===== src/hdl/ahw_pkg.sv =====
// Shared constants and tables for the angular hue wheel pixel pipeline.
`default_nettype none
package ahw_pkg;

   localparam int CORDIC_STEPS = 16;
   localparam int DX_W = 11;
   localparam int DY_W = 10;
   localparam int VEC_W = 30;
   localparam int ANG_W = 24;
   localparam int PH_W = 16;
   localparam int ROT_W = 32;
   localparam int FOLD_W = 25;
   localparam int NUM_LANES = 3;
   // input register, vectoring, rotation, multiply and output stages
   localparam int AHW_LATENCY = 2 * CORDIC_STEPS + 6;

   localparam logic [ANG_W-1:0] HALF_TURN = 24'h800000;
   localparam logic signed [FOLD_W-1:0] QUARTER_TURN = 25'sd4194304;
   localparam logic signed [FOLD_W-1:0] HALF_TURN_S = 25'sd8388608;
   localparam logic signed [ROT_W-1:0] INV_GAIN_Q30 = 32'sd652032874;
   localparam logic signed [33:0] ONE_Q30_BIAS = 34'sd1073745920; // 2^30 + 2^12
   localparam logic [PH_W-1:0] THIRD_TURN16 = 16'd21845;
   localparam logic [ANG_W-1:0] ROUND_HALF = 24'd128;

   localparam logic [ANG_W-1:0] ATAN_TABLE [CORDIC_STEPS] = '{
      24'd2097152, 24'd1238021, 24'd654136, 24'd332050,
      24'd166669, 24'd83416, 24'd41718, 24'd20860,
      24'd10430, 24'd5215, 24'd2608, 24'd1304,
      24'd652, 24'd326, 24'd163, 24'd81
   };

   localparam logic [0:0] REG_CENTER_X = 1'b0;
   localparam logic [0:0] REG_CENTER_Y = 1'b1;

endpackage
`default_nettype wire


===== src/hdl/ahw_vector.sv =====
// Vectoring CORDIC: one iteration per stage, angle of (dx, dy) in 16-bit turns.
`default_nettype none
module ahw_vector
   import ahw_pkg::*;
(
   input  wire                     clock,
   input  wire                     reset,
   input  wire                     in_valid,
   input  wire signed [DX_W-1:0]   in_dx,
   input  wire signed [DY_W-1:0]   in_dy,
   output logic                    out_valid,
   output logic [PH_W-1:0]         out_phase [NUM_LANES]
);

   logic                    vld_ff  [0:CORDIC_STEPS];
   logic                    zero_ff [0:CORDIC_STEPS];
   logic signed [VEC_W-1:0] x_ff    [0:CORDIC_STEPS];
   logic signed [VEC_W-1:0] y_ff    [0:CORDIC_STEPS];
   logic [ANG_W-1:0]        z_ff    [0:CORDIC_STEPS];
   logic                    t_vld_ff;
   logic [PH_W-1:0]         ph_ff [NUM_LANES];

   logic signed [VEC_W-1:0] x_pre;
   logic signed [VEC_W-1:0] y_pre;
   logic [ANG_W-1:0]        z_sum;
   logic [PH_W-1:0]         t_in;

   assign x_pre = VEC_W'(signed'({in_dx, 16'h0000})) ;
   assign y_pre = VEC_W'(signed'({in_dy, 16'h0000})) ;

   // left half-plane vectors get a half turn up front
   always_ff @(posedge clock) begin
      if (reset) begin
         vld_ff[0] <= 1'b0;
      end else begin
         vld_ff[0] <= in_valid;
      end
      zero_ff[0] <= (in_dx == '0) && (in_dy == '0);
      if (in_dx < 0) begin
         x_ff[0] <= -(x_pre | VEC_W'(0)) ;
         y_ff[0] <= -y_pre;
         z_ff[0] <= HALF_TURN;
      end else begin
         x_ff[0] <= x_pre;
         y_ff[0] <= y_pre;
         z_ff[0] <= '0;
      end
   end

   for (genvar i = 0; i < CORDIC_STEPS; i++) begin : g_iter
      always_ff @(posedge clock) begin
         if (reset) begin
            vld_ff[i+1] <= 1'b0;
         end else begin
            vld_ff[i+1] <= vld_ff[i];
         end
         zero_ff[i+1] <= zero_ff[i];
         if (y_ff[i] >= 0) begin
            x_ff[i+1] <= x_ff[i] + (y_ff[i] >>> i);
            y_ff[i+1] <= y_ff[i] - (x_ff[i] >>> i);
            z_ff[i+1] <= z_ff[i] + ATAN_TABLE[i];
         end else begin
            x_ff[i+1] <= x_ff[i] - (y_ff[i] >>> i);
            y_ff[i+1] <= y_ff[i] + (x_ff[i] >>> i);
            z_ff[i+1] <= z_ff[i] - ATAN_TABLE[i];
         end
      end
   end

   assign z_sum = z_ff[CORDIC_STEPS] + ROUND_HALF;
   assign t_in  = zero_ff[CORDIC_STEPS] ? '0 : z_sum[ANG_W-1:ANG_W-PH_W];

   always_ff @(posedge clock) begin
      if (reset) begin
         t_vld_ff <= 1'b0;
      end else begin
         t_vld_ff <= vld_ff[CORDIC_STEPS];
      end
      ph_ff[0] <= t_in;
      ph_ff[1] <= t_in + THIRD_TURN16;
      ph_ff[2] <= t_in - THIRD_TURN16;
   end

   assign out_valid = t_vld_ff;
   assign out_phase = ph_ff;

endmodule
`default_nettype wire


===== config.mk =====
export PLATFORM = sky130hd
export DESIGN_NAME = ahw_vector
export DESIGN_NICKNAME = d
export VERILOG_FILES = /design/src/hdl/ahw_pkg.sv /design/src/hdl/ahw_vector.sv
export SDC_FILE = /design/constraint.sdc
export NUM_CORES = 2
export LEC_CHECK = 0
export BUFFER_PORTS_ARGS = -buffer_cell sky130_fd_sc_hd__clkbuf_2
export CAP_MARGIN = 20
export CORE_AREA = 2 2 506 508
export DETAILED_ROUTE_END_ITERATION = 8
export DIE_AREA = 0 0 508 510
export GPL_ROUTABILITY_DRIVEN = 0
export PLACE_DENSITY = 0.44
export SLEW_MARGIN = 30
export SYNTH_ARGS = -nofsm -noshare
export SYNTH_HDL_FRONTEND = slang
export SYNTH_SLANG_ARGS = --single-unit

===== constraint.sdc =====
create_clock -name clock -period 7.3 [get_ports clock]
set_clock_uncertainty 0.05 [all_clocks]
set_input_delay 0.365 -clock clock [delete_from_list [all_inputs] [get_ports clock]]
set_output_delay 0.365 -clock clock [all_outputs]
set_load 0.02 [all_outputs]

; Word level (Yosys, flattened, before mapping)
; Memories as Yosys holds them, arrays and structs flattened. A register that Yosys moved wholly into a read port is not among the register bits.
; Index checks and enable logic that the tools add are counted.
[op_classes]
addsub = 100
magnitude_cmp = 17
n_mux = 123
n_bitwise = 68
reduce_logical = 3
[ops]
columns = operator, count
row1 = 30-bit two-way mux, 34
row2 = 30-bit by 1-bit >= comparator with 1-bit output (second input constant), 16
row3 = 24-bit two-way mux, 17
row4 = 1-bit two-way mux, 71
row5 = 1-bit OR, 68
row6 = 30-bit by 15-bit adder with 30-bit output, 2
row7 = 30-bit by 16-bit adder with 30-bit output, 2
row8 = 30-bit by 17-bit adder with 30-bit output, 2
row9 = 30-bit by 18-bit adder with 30-bit output, 2
row10 = 30-bit by 19-bit adder with 30-bit output, 2
row11 = 30-bit by 20-bit adder with 30-bit output, 2
row12 = 30-bit by 21-bit adder with 30-bit output, 2
row13 = 30-bit by 22-bit adder with 30-bit output, 2
row14 = 30-bit by 23-bit adder with 30-bit output, 2
row15 = 30-bit by 24-bit adder with 30-bit output, 2
row16 = 30-bit by 25-bit adder with 30-bit output, 2
row17 = 30-bit by 26-bit adder with 30-bit output, 2
row18 = 30-bit by 27-bit adder with 30-bit output, 2
row19 = 30-bit by 28-bit adder with 30-bit output, 2
row20 = 30-bit by 29-bit adder with 30-bit output, 2
row21 = 30-bit by 15-bit subtractor with 30-bit output, 2
row22 = 30-bit by 16-bit subtractor with 30-bit output, 2
row23 = 30-bit by 17-bit subtractor with 30-bit output, 2
row24 = 30-bit by 18-bit subtractor with 30-bit output, 2
row25 = other kinds (54), 67
[word_totals]
ff_bits = 48
ramBits = 1462
output_inout_bits = 49
mem_count = 5
[mem_list]
columns = name, depth, word_bits, rd, rd_clocked_by_memory_dff, wr, line
row1 = x_ff, 17, 30, 16, 0, 17, ahw_vector.sv:17  ; logic signed [VEC_W-1:0] x_ff [0:CORDIC_STEPS];
row2 = y_ff, 17, 30, 16, 0, 17, ahw_vector.sv:18  ; logic signed [VEC_W-1:0] y_ff [0:CORDIC_STEPS];
row3 = z_ff, 17, 24, 17, 0, 17, ahw_vector.sv:19  ; logic [ANG_W-1:0] z_ff [0:CORDIC_STEPS];
row4 = vld_ff, 17, 1, 17, 1, 17, ahw_vector.sv:15  ; logic vld_ff [0:CORDIC_STEPS];
row5 = zero_ff, 17, 1, 17, 0, 17, ahw_vector.sv:16  ; logic zero_ff [0:CORDIC_STEPS];

; Longest topological paths before layout
; An unclocked memory read counts as a cell.
[logic_depth]
ltp_word = 5
ltp_mapped = 27

; Least setup slack after synthesis
; OpenSTA, ideal clock, no wires.
[synth_path]
kind = flip-flop to flip-flop
startpoint = mem y_ff[4][12]
endpoint = mem x_ff[5][28]
setup_time_ps = 64
t_arrival_ps = 5980
slack_ps = 1206
stages_incl_launch_ff = 28
cell_sequence = dfxtp_1 > nor4_1 > nand2b_1 > nor2_1 > nand2_1 > or3_1 > or4_1 > or3_1 > ha_1 > clkbuf_1 > clkbuf_1 > clkbuf_1 > buf_1 > nand2_1 > xnor2_1 > ha_1 > inv_1 > fa_1 > nor2b_1 > o21ai_0 > a21boi_0 > o21a_1 > o21ai_0 > nor2b_1 > o211a_1 > or4b_2 > a211o_1 > nand4_1
[synth_rtl]
columns = element, line
row1 = from (decl), ahw_vector.sv:18
row2 = to (decl), ahw_vector.sv:17

==> impl_metrics.csv <==
group,metric,value,unit
worst_setup_path,crit_slowest_cell,"o31ai_1",
clocking,post_cts.repair.setup_buffers,0,
clocking,tritoncts,"built",
logic_synthesis,synth_flop_cell,"dfxtp_1",
timing,timing_worst_slew_pin_value,1.08,ns
route,route.final.wire_length,224,mm
clocking,cts_max_level,4,
global_route,antenna_found_initial,4,
logic_synthesis,postSynth.asyncResetShare,0,%
die,floorplan.rows,185,
timing,final.period_utilization,81.0,%
min_path,worst_hold_path.endpoint,"x_ff[0][16]$_DFF_P_",
clocking,clock-sinks,1132,
timing,timing.slew.headroom,26.4,%
worst_setup_path,r2r_start,"y_ff[5][8]$_DFF_P_",
die,fp.dieW,508,um
timing,hold_violations,0,
worst_setup_path,path_cells,"nor3_1 -> nand2_1 -> nor4_1 -> nand2_1 -> nor3_1 -> nand2_1 -> or2_2 -> ha_2 -> buf_4 -> o41ai_1 -> xnor2_1 -> ha_1 -> nor2b_1 -> o21ai_0 -> a21boi_0 -> o211ai_1 -> a21oi_1 -> o31ai_1 -> o21ai_0 -> o41a_1 -> nor3b_1 -> nor3_1",
logic_synthesis,number_of_synthesized_register_bits,1132,
die,io_pins,73,
worst_setup_path,rr_endpoint,"x_ff[6][28]$_DFF_P_",
timing,grt_setup_unrepaired,"no",
die,floorplan.initialDensity,30.9,%
logic_synthesis,synth_cells,9209,
worst_setup_path,crit_buf_inv,1,
place,place.detailed.instances,12600,
route,detail_route.wl_per_cell,17.4,um
timing,worst_hold_slack,0.209,ns
final_layout,multi_input_comb_area,0.0536,mm2
final_layout,area_added_between_synthesis_and_finish,12.3,%
final_layout,design.final.nets,10400,
job,cap_violations,0,
logic_synthesis,synth.yosys.warnings,0,
global_route,grt_max_degree,67,
worst_setup_path,startpoint,"y_ff[5][8]$_DFF_P_",
logic_synthesis,netlist-cell-type-count,94,
clocking,cts.hold.buffers_added,33,
clocking,cts_inserted_buffers,142,
logic_synthesis,synth-edff-count,0,
timing,timing.setup.tns,0,ns
logic_synthesis,post_synth_instance_area,0.0784,mm2
status,outcome,"completed",
worst_setup_path,r2r.worst_path.cells,22,
min_path,hold_path.startpoint,"in_dx[0]",
min_path,timing.hold.worst.class,"in2reg",
clocking,cts.clk_slew.worst_paths,0.06,ns
final_layout,post-route-cell-area,0.0880,mm2
worst_setup_path,setup.worst_path.end_class,"flip-flop",
logic_synthesis,synth_area_per_cell,8.51,um2
worst_setup_path,startpoint_type,"flip-flop",
die,die-area,0.259,mm2
clocking,cts_repair_resize_count,0,
global_route,grt_util_all_layers,16.9,%
clocking,worst_skew_pair.late_latency,0.80,ns
route,drcViolationCount,0,
route,dr_total_vias,64300,
final_layout,mostFrequentLayoutCell,"dfxtp_1",
worst_setup_path,regToRegSetupSlack,1.39,ns
global_route,grt_pass1_vias,62900,
global_route,global_route.overflow_total,0,
final_layout,register_area,0.0227,mm2
route,antenna_violating_nets_post_route,0,
timing,period_needed,5.91,ns
final_layout,drive_above_1_share,4.86,%
route,drt_iter0_drc,3150,
die,core_area,0.253,mm2
final_layout,final_cells,12900,
route,first_pass_iters,6,
place,place.detailed.hpwl,182,mm
worst_setup_path,critPathArrivalTime,6.56,ns
place,dpl-instance-area,0.0828,mm2
min_path,hold-path-cell-count,2,
die,die_h,510,um
worst_setup_path,critical_path_required,7.95,ns
timing,setup_viol,0,
timing,finalMaxSlewViolations,0,
place,buffer_ports.inserted,72,
global_route,wire_length_of_the_first_global_routing_pass,352,mm
route,vias_per_cell,5.00,
logic_synthesis,ys_seq_area_share,28.9,%
final_layout,final_cell_mix,"dfxtp_1, ha_1, xnor2_1",
clocking,clock_tree.buffer_depth,3,
worst_setup_path,path_delay_family,"simple AND/OR/NAND/NOR gates",
worst_setup_path,crit_path_max_fanout,66,
clocking,cts_root_buf,"clkbuf_16",
worst_setup_path,critical_path_class,"reg2reg",
final_layout,filler_cell_count,26400,
timing,fmaxAchievable,169,MHz
worst_setup_path,worst_path_largest_cell_delay,0.47,ns
synth_stat cells (24+ instances only):
master     instances  area [um2]
and3_1            95         594
inv_1            451        1690
and2_1            32         200
o211ai_1          48         360
mux2i_1           35         350
dfxtp_1         1132       22700
nor2_1           713        2680
a2111oi_0         29         254
nor3_1           250        1250
o21bai_1          97         728
nand2_1          626        2350
or4_1             61         458
buf_1             34         128
a21o_1           265        1990
nand2b_1         135         845
xor2_1           446        3910
xnor2_1          908        7950
or2_2             49         307
clkbuf_1         145         544
a211oi_1          67         503
a31o_2            24         210
o21ai_0          565        2830
nor4_1            63         394
a31oi_1           78         488
nand3_1          185         926
nor2b_1          153         957
a21oi_1          611        3060
o41ai_1           70         613
a21boi_0          47         353
o31ai_1          144        1080
ha_1             935       11700
nand4_1           58         363
or3_1            122         763
fa_1              30         601
o21a_1           152        1140
registers in the layout (all words and copies together) (netlist names):
name and cells:
zero_ff 17, z_ff 323, y_ff 374, vld_ff 17, out_phase 47, x_ff 353, out_valid 1
logic make-up after synthesis:
kind of cell,synth area share (%)
adders and majority gates,15.7
DFF,28.9
muxes,0.447
buffers and inverters,3.09
AOI/OAI and AO/OA,20.5
xor gates and xnor gates,15.1
and+or+nand+nor,16.2
other,0.00479
per-stage QoR:
step	setup slack, ns	util (%)
final	1.39	34.7
after global placement	1.27	32.6
after floorplan	1.21	-
after detailed placement	1.34	32.7
after CTS	1.31	34.7
after global routing	0.638	34.7
final cells by class:
class                   instances  area share [%]
clock buffers                 191            4.58
flip-flops and latches       1132            25.8
multi-input cells            7510            60.9
diodes                          9          0.0256
inverters                     454            1.94
repair buffers                135            1.04
well taps                    3366            4.78
clock inverters                62           0.995
worst max path at each step:
stage | to | slack, ns | cells after the start
finish | x_ff[6][28]$_DFF_P_ | 1.39 | 22
detailed placement | x_ff[6][28]$_DFF_P_ | 1.34 | 22
global placement | x_ff[5][28]$_DFF_P_ | 1.27 | 23
CTS | x_ff[6][28]$_DFF_P_ | 1.31 | 22
global route | x_ff[6][26]$_DFF_P_ | 0.64 | 22
floorplan | x_ff[5][28]$_DFF_P_ | 1.21 | 27
layer usage:
layer | global-route usage [%] | wire [um] | vias to the layer above
li1 | - | - | 33200
met1 | 21.3 | 103000 | 29900
met2 | 29.5 | 106000 | 857
met3 | 1.90 | 5720 | 342
met4 | 6.43 | 8840 | 0
met5 | 0 | 0 | -
Power is not shown: default switching activity piles up to over one toggle a cycle in this logic, so the estimate is an artifact.
